File: config.mk
export PLATFORM = sky130hd
export DESIGN_NAME = rbst_merge
export DESIGN_NICKNAME = d
export VERILOG_FILES = /design/src/rtl/core/rbst_pkg.sv /design/src/rtl/core/rbst_merge.sv
export SDC_FILE = /design/constraint.sdc
export NUM_CORES = 1
export LEC_CHECK = 0
export BUFFER_PORTS_ARGS = -buffer_cell sky130_fd_sc_hd__buf_2
export CAP_MARGIN = 20
export CORE_ASPECT_RATIO = 0.9
export CORE_MARGIN = 2
export CORE_UTILIZATION = 25
export DETAILED_ROUTE_END_ITERATION = 7
export PLACE_DENSITY = 0.44
export REMOVE_ABC_BUFFERS = 1
export SLEW_MARGIN = 20
export SYNTH_ARGS = -nofsm -noshare
export SYNTH_HDL_FRONTEND = slang
export SYNTH_SLANG_ARGS = --single-unit
File: constraint.sdc
create_clock -name clk -period 6.5 [get_ports clk]
set_input_delay 0.325 -clock clk [delete_from_list [all_inputs] [get_ports clk]]
set_output_delay 0.325 -clock clk [all_outputs]
set_load 0.05 [all_outputs]
File: src/rtl/core/rbst_pkg.sv
// Shared constants and types for the ray / box slab test.
package rbst_pkg;

  localparam int COORD_WIDTH = 32;
  localparam int FRAC_BITS   = 16;
  localparam int N_AXES      = 3;
  localparam int N_FIELDS    = 4 * N_AXES;

  // corner - origin, exact
  localparam int DIFF_W = COORD_WIDTH + 1;
  // magnitude of the scaled dividend
  localparam int NUM_W  = COORD_WIDTH + FRAC_BITS + 1;
  // magnitude of the divisor
  localparam int DEN_W  = COORD_WIDTH;
  // signed quotient
  localparam int QUO_W  = NUM_W + 1;
  // divider depth in stages: magnitude stage, one stage per quotient bit, sign stage
  localparam int DIV_DEPTH = NUM_W + 2;

  localparam int IN_W  = N_FIELDS * COORD_WIDTH;
  localparam int OUT_W = 8;

  typedef struct packed {
    logic                    valid;
    logic                    zero;   // direction component is zero
    logic                    pass;   // origin inside slab (zero direction only)
    logic signed [QUO_W-1:0] lo;
    logic signed [QUO_W-1:0] hi;
  } lane_res_t;

endpackage

File: src/rtl/core/rbst_merge.sv
// Intersects the per-axis intervals and registers the hit word.
module rbst_merge (
  input  logic                clk,
  input  logic                rst,
  input  logic                en,
  input  rbst_pkg::lane_res_t lanes [rbst_pkg::N_AXES],
  output logic                out_valid,
  output logic                hit
);

  localparam int QW = rbst_pkg::QUO_W;

  logic signed [QW-1:0] lo_c;
  logic signed [QW-1:0] hi_c;
  logic                 zok_c;

  always_comb begin
    lo_c  = {1'b1, {(QW-1){1'b0}}};
    hi_c  = {1'b0, {(QW-1){1'b1}}};
    zok_c = 1'b1;
    for (int i = 0; i < rbst_pkg::N_AXES; i++) begin
      if (lanes[i].zero) begin
        zok_c = zok_c && lanes[i].pass;
      end else begin
        if (lanes[i].lo > lo_c) lo_c = lanes[i].lo;
        if (lanes[i].hi < hi_c) hi_c = lanes[i].hi;
      end
    end
  end

  logic                 m_valid;
  logic signed [QW-1:0] m_lo;
  logic signed [QW-1:0] m_hi;
  logic                 m_zok;

  always_ff @(posedge clk) begin
    if (rst) begin
      m_valid   <= 1'b0;
      out_valid <= 1'b0;
    end else if (en) begin
      m_valid   <= lanes[0].valid;
      out_valid <= m_valid;
    end
    if (en) begin
      m_lo <= lo_c;
      m_hi <= hi_c;
      m_zok <= zok_c;
      hit  <= m_zok && (m_lo <= m_hi);
    end
  end

`ifndef SYNTHESIS
  a_merge_sync: assert property (@(posedge clk) disable iff (rst)
    lanes[0].valid == lanes[1].valid && lanes[1].valid == lanes[2].valid)
    else $error("lanes out of step");
  a_merge_adv: assert property (@(posedge clk) disable iff (rst)
    en |=> out_valid == $past(m_valid))
    else $error("output stage did not advance");
`endif

endmodule

==> impl_metrics.yaml, run 1 <==
status:
  violated_checks: "setup timing"
  run_status: "complete, but fails checks"
worst_setup_path:
  critical_path.top_delay_family: "compound AO/OA/AOI/OAI gates"
  r2r_slack_ps: 3150
  crit_buf_inv: 11
  worstPathRequired_ps: 6700
  crit_cells: 35
  critPathSlowestCell: "sky130_fd_sc_hd__or4_4"
  reg2reg_from: "m_hi[1]"
  worstSetupStartpointType: "primary input"
  worst_setup_path_startpoint: "lanes[267]"
  data_arrival_time_of_the_critical_path_ps: 6810
  setup.worst_path.class: "primary input to register"
  rr_endpoint: "hit"
  critical_path.endpoint_type: "register"
  worst_path_maximum_fanout: 8
  crit_path_max_incr_delay_ps: 620
  reg2regPathDepth: 12
cts:
  htree_levels: 3
  clk-insertion-delay-late_ps: 350
  cts_made_buffers: 9
  root_buffer_cell: "sky130_fd_sc_hd__clkbuf_16"
  clkSlewWorstSetupHoldPaths_ps: 70
  numClockSinks: 104
  ctsLongestPathBuffers: 2
  tritoncts: "done"
  cts-hold-fix-buffers: 0
floorplan:
  die-area_mm2: 0.0498
  floorplan.die.width_um: 235
  fp.dieH_um: 212
  ios: 314
  initial_core_util_pct: 25.2
  placement_rows: 76
  placeableCoreArea_mm2: 0.0476
grt:
  number_of_antenna_violations_at_the_first_check_in_global_routing: 5
  number_of_global_route_vias_before_repair: 13400
  grt_overflow: 0
  gr-usage-all-layers_pct: 19.1
  grt_first_pass_wirelength_um: 72700
  grt_max_degree: 78
sta:
  maxSlewViolCount: 0
  max-slew-margin-rel_pct: 30.7
  finalHoldViolations: 0
  min_period_over_period_pct: 102
  rsz0062_at_grt: "true"
  fmax_mhz: 151
  timing.final.ws_setup_ps: -113
  finalCriticalPeriod_ps: 6610
  transition_time_of_the_tightest_slew_check_pin_ps: 1040
  setup_viol_count_final: 47
  worst_clock_skew_ps: 9.10
yosys:
  synth-simple-area-share_pct: 16.3
  ys_ff_latch: 104
  yosys_most_used_dff: "sky130_fd_sc_hd__edfxtp_1"
  asyncSetResetFlopFracSynth_pct: 0
  post_synth_mux_area_share_pct: 8.84
  synthAdderAreaFrac_pct: 25.7
  syn_inst: 1397
  netlist-cell-type-count: 63
  synth-compound-area-share_pct: 16.4
  xor_and_xnor_fraction_of_the_mapped_netlist_area_pct: 0.146
  synth_top_cell_by_area: "sky130_fd_sc_hd__ha_1"
  largest_family_of_logic_cells_by_synthesized_area: "adder cells"
  syn_avg_cell_area_um2: 8.59
  synth.yosys.seq_area_share_pct: 25.8
  yosysWarnings: 0
  synth_area_mm2: 0.0120
  post_synth_edffs: 102
  synth.area.top_cells: "sky130_fd_sc_hd__ha_1 (26%), sky130_fd_sc_hd__edfxtp_1 (26%), sky130_fd_sc_hd__mux2i_1 (8.3%), sky130_fd_sc_hd__a21oi_1 (5.1%), sky130_fd_sc_hd__inv_1 (5.0%)"
  synthDominantCellAreaShare_pct: 25.7
min_path:
  hold_path.class: "primary input to register"
  hold_start: "rst"
  worst_hold_path.num_cells: 2
  timing.hold.worst_endpoint: "m_valid"
routing:
  via_per_inst: 4.80
  routed_wire_length_per_instance_um: 18.7
  antenna_violating_nets_post_route: 0
  drt-initial-drc-count: 514
  number_of_design_rule_violations_left_after_detail_routing: 0
  vias: 13400
  drt_pass1_iterations: 5
  drt-total-wl_um: 52300
finish:
  area_growth_from_synthesis_to_layout_pct: 74.9
  layout_cells_sized_above_1_pct: 51.2
  commonest_non_fill_non_tap_cell_in_the_layout: "sky130_fd_sc_hd__buf_4"
  num-nets-final: 2721
  final_cell_mix: "sky130_fd_sc_hd__buf_4 (405), sky130_fd_sc_hd__buf_2 (301), sky130_fd_sc_hd__ha_1 (197)"
  finish.cell_count_without_fillers: 2793
placed_design:
  gp_congestion: 0.865
  place.detailed.hpwl_um: 41700
  port-buffer-count: 311
  place_inst: 2684
flow_run:
  max-cap-violations: 0
power:
  power_per_cell_area_mw_per_mm2: 162
  power.leakage_nw: 10.2
  report.power.total_mw: 3.41
  peak_vdd_ir_mv: 0.0956
==> worst max path at each step <==
stage,end
after floorplan,m_hi[10]
after global placement,m_hi[42]
after detailed placement,m_hi[43]
after CTS,m_lo[25]
after global routing,m_lo[45]
final,m_lo[25]
==> per-stage QoR <==
step           hold WS (ps)  area [um2]  util (%)  setup WS (ps)  TNS [ps]
6_report                134       21000      44.1           -113     -2830
5_1_grt                 121       21000      44.1           -327    -17940
4_1_cts                 114       18600      38.9          -83.0     -1630
3_5_place_dp            477       17200      36.1          -1610   -140730
3_3_place_gp            476       17200      36.1          -1540   -140870
2_1_floorplan           397       11800         -          -7710   -544090
==> worst register-to-register path, stage by stage (launching register included) <==
cell and delay [ps]:
sky130_fd_sc_hd__edfxtp_1 420, sky130_fd_sc_hd__inv_1 70, sky130_fd_sc_hd__ha_1 230, sky130_fd_sc_hd__nor2b_1 130
sky130_fd_sc_hd__o21a_1 160, sky130_fd_sc_hd__o21a_1 150, sky130_fd_sc_hd__o21ai_0 150, sky130_fd_sc_hd__nand2b_1 70
sky130_fd_sc_hd__a21oi_1 130, sky130_fd_sc_hd__o21ai_0 90, sky130_fd_sc_hd__a221o_1 410, sky130_fd_sc_hd__a2111oi_0 850
sky130_fd_sc_hd__o221a_2 360
==> synthesized netlist by cell type, types with 7 or more instances <==
cell and n:
sky130_fd_sc_hd__ha_1 247, sky130_fd_sc_hd__nand2_1 139, sky130_fd_sc_hd__nand2b_1 7, sky130_fd_sc_hd__edfxtp_1 102
sky130_fd_sc_hd__clkbuf_1 26, sky130_fd_sc_hd__nor3_1 7, sky130_fd_sc_hd__a21o_1 58, sky130_fd_sc_hd__nor2b_1 10
sky130_fd_sc_hd__mux2i_1 100, sky130_fd_sc_hd__nand3_1 13, sky130_fd_sc_hd__o211ai_1 7, sky130_fd_sc_hd__nand4_1 63
sky130_fd_sc_hd__o21ai_0 80, sky130_fd_sc_hd__nor2_1 125, sky130_fd_sc_hd__a21oi_1 123, sky130_fd_sc_hd__nor4_1 22
sky130_fd_sc_hd__inv_1 160
==> cell type report <==
type / instances / area [um2]
Sequential cell: 104 / 3100
Fill cell: 4742 / 26600
Antenna cell: 3 / 7.51
Inverter: 161 / 604
Tap cell: 624 / 781
Multi-Input combinational cell: 1090 / 10200
Clock inverter: 4 / 22.5
Timing Repair Buffer: 796 / 6090
Clock buffer: 11 / 233
==> repair_timing <==
action / CTS / global route
buffers inserted: 27 / 63
gates cloned: 8 / 16
gates resized for setup: 150 / 367
setup endpoints to repair: 100 / 100
pin swaps: 50 / 159
==> sequential cells by signal, indices dropped and copies added, names as in the netlist <==
signal	flops
hit	1
m_lo	50
m_valid	1
out_valid	1
m_hi	50
m_zok	1
==> metal layers <==
metal  wire (um)  share of wire (%)  track usage, %  vias up
met3        1790                3.4            2.65       40
li1            -                  -               -     6656
met5          27              0.052               0        -
met1       24200                 46            24.9     6459
met2       25800                 49            33.5      239
met4         482               0.92            3.86        4
==> power by group <==
part	leakage, nW	internal [mW]	switching [mW]
Sequential	1.01	0.874	0.0394
Combinational	9.09	1.06	0.944
Clock	0.127	0.256	0.237
Total	10.2	2.19	1.22
==> cells by family (layout without fill, tap and decap cells) <==
logic type / count (synthesis) / count (layout)
other cells: 0 / 3
flops: 104 / 104
fa+ha+maj: 247 / 247
xor+xnor: 2 / 2
compound gates: 321 / 321
simple gates: 415 / 415
mux: 105 / 105
buf+inv: 203 / 972
Note: power is estimated with default switching activity, not from simulation.
==> run 2, diff against run 1 <==
==> constraint.sdc (replaced) <==
create_clock -name clk -period 6.5 [get_ports clk]
set_input_delay 0.65 -clock clk [delete_from_list [all_inputs] [get_ports clk]]
set_output_delay 0.65 -clock clk [all_outputs]
set_load 0.05 [all_outputs]
==> run 2 against run 1 <==
  * The flow still finishes with violations (setup timing)
  * Critical path type unchanged
  * Via count down 2.2%
  * Critical path depth down 2
  * Highest routed layer unchanged
  * Combinational power is 8% lower
  * Total power down 2.2%
  * Clock skew fell by 2.4 ps
  * Design area is 4.5% lower
==> impl_metrics.yaml, run 2 (same netlist as run 1, synthesis figures left out) <==
power:
  power.leakage_nw: 10.1
  peak_vdd_ir_mv: 0.142
  power_per_cell_area_mw_per_mm2: 166
grt:
  grt_first_pass_wirelength_um: 73100
  gr-usage-all-layers_pct: 19.2
  number_of_global_route_vias_before_repair: 13300
  grt_overflow: 0
  number_of_antenna_violations_at_the_first_check_in_global_routing: 5
  grt_max_degree: 57
finish:
  reg_top3: "m_hi: 50 flops, m_lo: 50 flops"
  final_cell_mix: "sky130_fd_sc_hd__buf_4 (405), sky130_fd_sc_hd__buf_2 (304), sky130_fd_sc_hd__ha_1 (217)"
  num-fill-cells: 4767
  num-nets-final: 2696
  area_growth_from_synthesis_to_layout_pct: 67.1
  commonest_non_fill_non_tap_cell_in_the_layout: "sky130_fd_sc_hd__buf_4"
  multi_input_area_mm2: 0.00961
  layout_cells_sized_above_1_pct: 47.2
  area.sequential_mm2: 0.00310
routing:
  routed_wire_length_per_instance_um: 18.4
  vias: 13100
  routed-wl-met3_um: 1550
  antenna_violating_nets_post_route: 0
  drt-initial-drc-count: 530
  wl_met1_um: 23600
  drt_pass1_iterations: 5
  route.top_layer_used: "met5"
  via_per_inst: 4.73
  wire_length_on_met2_um: 24900
  drt-total-wl_um: 50900
  number_of_design_rule_violations_left_after_detail_routing: 0
flow_run:
  max-cap-violations: 0
cts:
  clkSlewWorstSetupHoldPaths_ps: 70
  cts-hold-fix-buffers: 0
  root_buffer_cell: "sky130_fd_sc_hd__clkbuf_16"
  ctsLongestPathBuffers: 2
  clk-insertion-delay-late_ps: 360
  tritoncts: "done"
  cts_made_buffers: 9
  numClockSinks: 104
  htree_levels: 3
sta:
  fmax_mhz: 144
  max-slew-margin-rel_pct: 46.0
  worst_clock_skew_ps: 6.66
  setup_viol_count_final: 100
  finalHoldViolations: 0
  min_period_over_period_pct: 107
  maxSlewViolCount: 0
  transition_time_of_the_tightest_slew_check_pin_ps: 811
  final.setup.tns_ps: -29760
  timing.final.ws_setup_ps: -423
  rsz0062_at_grt: "true"
  finalCriticalPeriod_ps: 6920
placed_design:
  gp_congestion: 0.893
  place.detailed.hpwl_um: 41800
  port-buffer-count: 311
  preCtsSetupSlack_ps: -1930
floorplan:
  fp.dieH_um: 212
  floorplan.die.width_um: 235
  initial_core_util_pct: 25.2
  die-area_mm2: 0.0498
  placement_rows: 76
  placeableCoreArea_mm2: 0.0476
  ios: 314
worst_setup_path:
  worst_path_most_repeated_cell: "sky130_fd_sc_hd__buf_6"
  worstPathRequired_ps: 6620
  worstSetupStartpointType: "primary input"
  crit_path_max_incr_delay_ps: 330
  critical_path.endpoint_type: "register"
  crit_buf_inv: 10
  setup.worst_path.class: "primary input to register"
  critPathSlowestCell: "sky130_fd_sc_hd__nor4_4"
  worst_path_maximum_fanout: 8
  data_arrival_time_of_the_critical_path_ps: 7040
  critical_path.top_delay_family: "simple AND/OR/NAND/NOR gates"
min_path:
  hold_path.class: "primary input to register"
status:
  run_status: "complete, but fails checks"
  violated_checks: "setup timing"
[run 2: cell types whose count changed in the layout (fill, tap and decap cells not counted), sizes merged]
| cell | change |
|---|---|
| clkbuf | -5 |
| buf | -21 |
| clkinv | -1 |
| clkinvlp | +1 |
| diode | -1 |
| bufinv | +2 |
[run 2: repair_timing]
action	4_1_cts	5_1_grt
pin swaps	57	80
setup endpoints to repair	100	100
cloned	6	12
gates resized for setup	189	190
buffers inserted	25	36
[run 2: final timing paths]
path                                 start   endpoint  slack, ps  depth (start not counted)
worst max register to register     m_lo[1]        hit       3270                         11
worst max-delay path            lanes[210]    m_hi[0]       -420                         33
worst min-delay path                   rst    m_valid        450                          2
worst min register to register   out_valid  out_valid        500                          2
[run 2: metal layers]
layer  track usage, %  vias up
met4             3.69        6
met2             33.7      219
li1                 -     6602
met5                0        -
met1             24.9     6224
met3             2.99       49
[run 2: cell type report]
cell class / instances / share of cell area (%)
flip-flops and latches: 104 / 15.5
multi-input cells: 1090 / 47.9
well taps: 624 / 3.89
clock buffers: 10 / 1.14
diodes: 2 / 0.0250
inverters: 161 / 3.01
clock inverters: 6 / 0.418
repair buffers: 771 / 28.1
[run 2: stage by stage]
| stage | area [um2] | hold WS, ps | utilization (%) | cells | power [mW] |
|---|---|---|---|---|---|
| 2_1_floorplan | 11800 | 460 | - | 1355 | 1.66 |
| 3_3_place_gp | 17300 | 477 | 36.3 | 2691 | 2.40 |
| 3_5_place_dp | 17300 | 490 | 36.3 | 2691 | 2.42 |
| 4_1_cts | 18600 | 427 | 39.1 | 2736 | 3.19 |
| 5_1_grt | 20100 | 433 | 42.1 | 2767 | 3.57 |
| 6_report | 20100 | 449 | 42.1 | 2768 | 3.34 |
[run 2: worst reg2reg max path, stage by stage, from the launching register on]
cell and delay (ps):
sky130_fd_sc_hd__edfxtp_1 400, sky130_fd_sc_hd__ha_1 320, sky130_fd_sc_hd__nor2b_1 130, sky130_fd_sc_hd__o21a_1 160
sky130_fd_sc_hd__o21a_1 150, sky130_fd_sc_hd__o21ai_0 170, sky130_fd_sc_hd__nand2b_1 90, sky130_fd_sc_hd__a21oi_1 130
sky130_fd_sc_hd__o21ai_0 80, sky130_fd_sc_hd__a221o_1 420, sky130_fd_sc_hd__a2111oi_0 740, sky130_fd_sc_hd__o221a_2 320
[run 2: where the power goes]
| part | internal [mW] | total (mW) | switching [mW] |
|---|---|---|---|
| sequential | 0.873 | 0.912 | 0.0388 |
| clock | 0.336 | 0.585 | 0.249 |
| combinational | 0.953 | 1.84 | 0.887 |
==> run 3, diff against run 2 <==
--- a/config.mk
+++ b/config.mk
@@ -10,8 +10,9 @@
 export CORE_ASPECT_RATIO = 0.9
 export CORE_MARGIN = 2
 export CORE_UTILIZATION = 25
+export CTS_CLUSTER_SIZE = 30
 export DETAILED_ROUTE_END_ITERATION = 7
-export PLACE_DENSITY = 0.44
+export PLACE_DENSITY = 0.43
 export REMOVE_ABC_BUFFERS = 1
 export SLEW_MARGIN = 20
 export SYNTH_ARGS = -nofsm -noshare
==> constraint.sdc (replaced) <==
create_clock -name clk -period 8.1 [get_ports clk]
set_input_delay 0.81 -clock clk [delete_from_list [all_inputs] [get_ports clk]]
set_output_delay 0.81 -clock clk [all_outputs]
set_load 0.05 [all_outputs]
==> run 3 against run 2 <==
  * The run ends with DRC left
  * Wire length decreased by 14%
  * Non-clock buffer count is 243 lower
  * Sequential share of layout area rose by 3.6 points
  * Clock skew fell by 2.2 ps
  * Die area stayed put
  * Critical path depth fell by 1
  * Sequential power is 20% lower
  * Critical path type unchanged
  * Largest power group unchanged
==> impl_metrics.yaml, run 3 (same netlist as run 1, synthesis figures left out) <==
status:
  run_status: "complete, but fails checks"
  violated_checks: "DRC"
routing:
  number_of_design_rule_violations_left_after_detail_routing: 1
  drt-initial-drc-count: 590
  routed_wire_length_per_instance_um: 17.4
  drt-total-wl_um: 43900
  antenna_violating_nets_post_route: 0
  vias: 11900
  via_per_inst: 4.73
  drt_pass1_iterations: 8
flow_run:
  max-cap-violations: 0
finish:
  num-nets-final: 2453
  commonest_non_fill_non_tap_cell_in_the_layout: "sky130_fd_sc_hd__buf_2"
  post-route-util_pct: 34.2
  layout_cells_sized_above_1_pct: 29.7
  final_design_area_no_fill_mm2: 0.0163
  area_growth_from_synthesis_to_layout_pct: 35.6
  reg_top3: "m_hi: 50 flops, m_lo: 50 flops"
  final_cell_mix: "sky130_fd_sc_hd__buf_2 (310), sky130_fd_sc_hd__ha_1 (247), sky130_fd_sc_hd__buf_4 (207)"
cts:
  cts_setup_buffers: 0
  cts.repair.resized: 0
  cts_made_buffers: 9
  tritoncts: "done"
  cts-hold-fix-buffers: 0
  root_buffer_cell: "sky130_fd_sc_hd__clkbuf_16"
  htree_levels: 3
  numClockSinks: 104
  ctsLongestPathBuffers: 2
  clkSlewWorstSetupHoldPaths_ps: 70
  clk-insertion-delay-late_ps: 360
floorplan:
  fp.dieH_um: 212
  floorplan.die.width_um: 235
  die-area_mm2: 0.0498
  initial_core_util_pct: 25.2
  placeableCoreArea_mm2: 0.0476
  ios: 314
  placement_rows: 76
power:
  p_seq_share_pct: 31.4
  p_sw_mw: 0.812
  power.clock.fraction_pct: 20.6
  power.share.switching_pct: 34.9
  p_int_mw: 1.51
  power.leakage_nw: 8.51
  peak_vdd_ir_mv: 0.105
  power_per_cell_area_mw_per_mm2: 143
  power.combinational.fraction_pct: 47.9
sta:
  finalHoldWorstSlack_ps: 500
  worst_clock_skew_ps: 4.48
  maxSlewViolCount: 0
  min_period_over_period_pct: 93.3
  finalCriticalPeriod_ps: 7560
  finalHoldViolations: 0
  rsz0062_at_grt: "false"
  setup_viol_count_final: 0
  max-slew-margin-rel_pct: 46.6
  transition_time_of_the_tightest_slew_check_pin_ps: 800
  fmax_mhz: 132
worst_setup_path:
  reg2regPathDepth: 11
  worst_path_most_repeated_cell: "sky130_fd_sc_hd__buf_4"
  crit_path_max_incr_delay_ps: 670
  rr_endpoint: "hit"
  critical_path.endpoint_type: "register"
  data_arrival_time_of_the_critical_path_ps: 7750
  reg2reg_from: "m_lo[1]"
  setup.worst_path.class: "primary input to register"
  r2r_slack_ps: 4830
  worstPathRequired_ps: 8290
  worstSetupStartpointType: "primary input"
  worst_path_maximum_fanout: 24
  critPathSlowestCell: "sky130_fd_sc_hd__or4_1"
grt:
  gr-usage-all-layers_pct: 17.3
  number_of_antenna_violations_at_the_first_check_in_global_routing: 6
  grt_overflow: 0
  grt_max_degree: 79
  number_of_global_route_vias_before_repair: 12000
  grt_first_pass_wirelength_um: 65900
placed_design:
  gp_congestion: 0.833
  port-buffer-count: 311
  placedInstanceArea_mm2: 0.0159
  place.detailed.hpwl_um: 39000
min_path:
  worst_hold_path.num_cells: 2
  hold_start: "m_valid"
  hold_path.class: "register to register"
  timing.hold.worst_endpoint: "m_valid"
-- run 3: per-layer routing --
metal  up-vias  track usage [%]  wire (um)  share of wire (%)
li1       6114                -          -                  -
met1      5586             23.0      20700                 47
met2       214             30.2      21300                 48
met3        31             2.58       1600                3.6
met4         2             2.38        363               0.83
met5         -                0         12              0.027
-- run 3: final cells by class --
| type | count | area (um2) |
|---|---|---|
| antenna | 4 | 10.0 |
| clock inverter | 6 | 92.6 |
| clock buffer | 10 | 229 |
| timing repair buffer | 528 | 3320 |
| tap | 624 | 781 |
| inverter | 161 | 604 |
| fill | 5092 | 31400 |
| multi-input combinational | 1090 | 8140 |
| sequential | 104 | 3100 |
-- run 3: power by group through the flow --
stage	Clock, mW	Sequential [mW]	Combinational (mW)
6_report	0.480	0.731	1.11
5_1_grt	0.525	0.739	1.26
4_1_cts	0.504	0.735	1.13
3_5_place_dp	0	0.746	1.12
3_3_place_gp	0	0.746	1.10
2_1_floorplan	0	0.732	0.600
-- run 3: worst max-delay path by stage --
| stage | start | cells past startpoint | slack [ps] | end |
|---|---|---|---|---|
| after detailed placement | lanes[207] | 34 | -220 | m_hi[18] |
| after floorplan | lanes[255] | 23 | -6590 | m_hi[10] |
| final | lanes[262] | 32 | 540 | m_lo[36] |
| after global placement | lanes[207] | 34 | -190 | m_hi[18] |
| after CTS | lanes[207] | 34 | 130 | m_hi[18] |
| after global routing | lanes[207] | 35 | 40 | m_hi[18] |
-- run 3: worst max-delay path: cells and delay by family --
family          cells  cell delay [ps]
xor+xnor            1              140
simple gates        9             2260
compound gates     12             2540
fa+ha+maj           2              450
mux                 1              260
buf+inv             7             1230
-- run 3: through the flow --
step | total power [mW] | TNS [ps] | cells | worst slack [ps]
finish | 2.32 | 0 | 2527 | 540
floorplan | 1.33 | -432590 | 1355 | -6590
CTS | 2.37 | 0 | 2523 | 131
global route | 2.52 | 0 | 2526 | 42.4
detailed placement | 1.87 | -1900 | 2507 | -224
global placement | 1.85 | -1160 | 2507 | -190
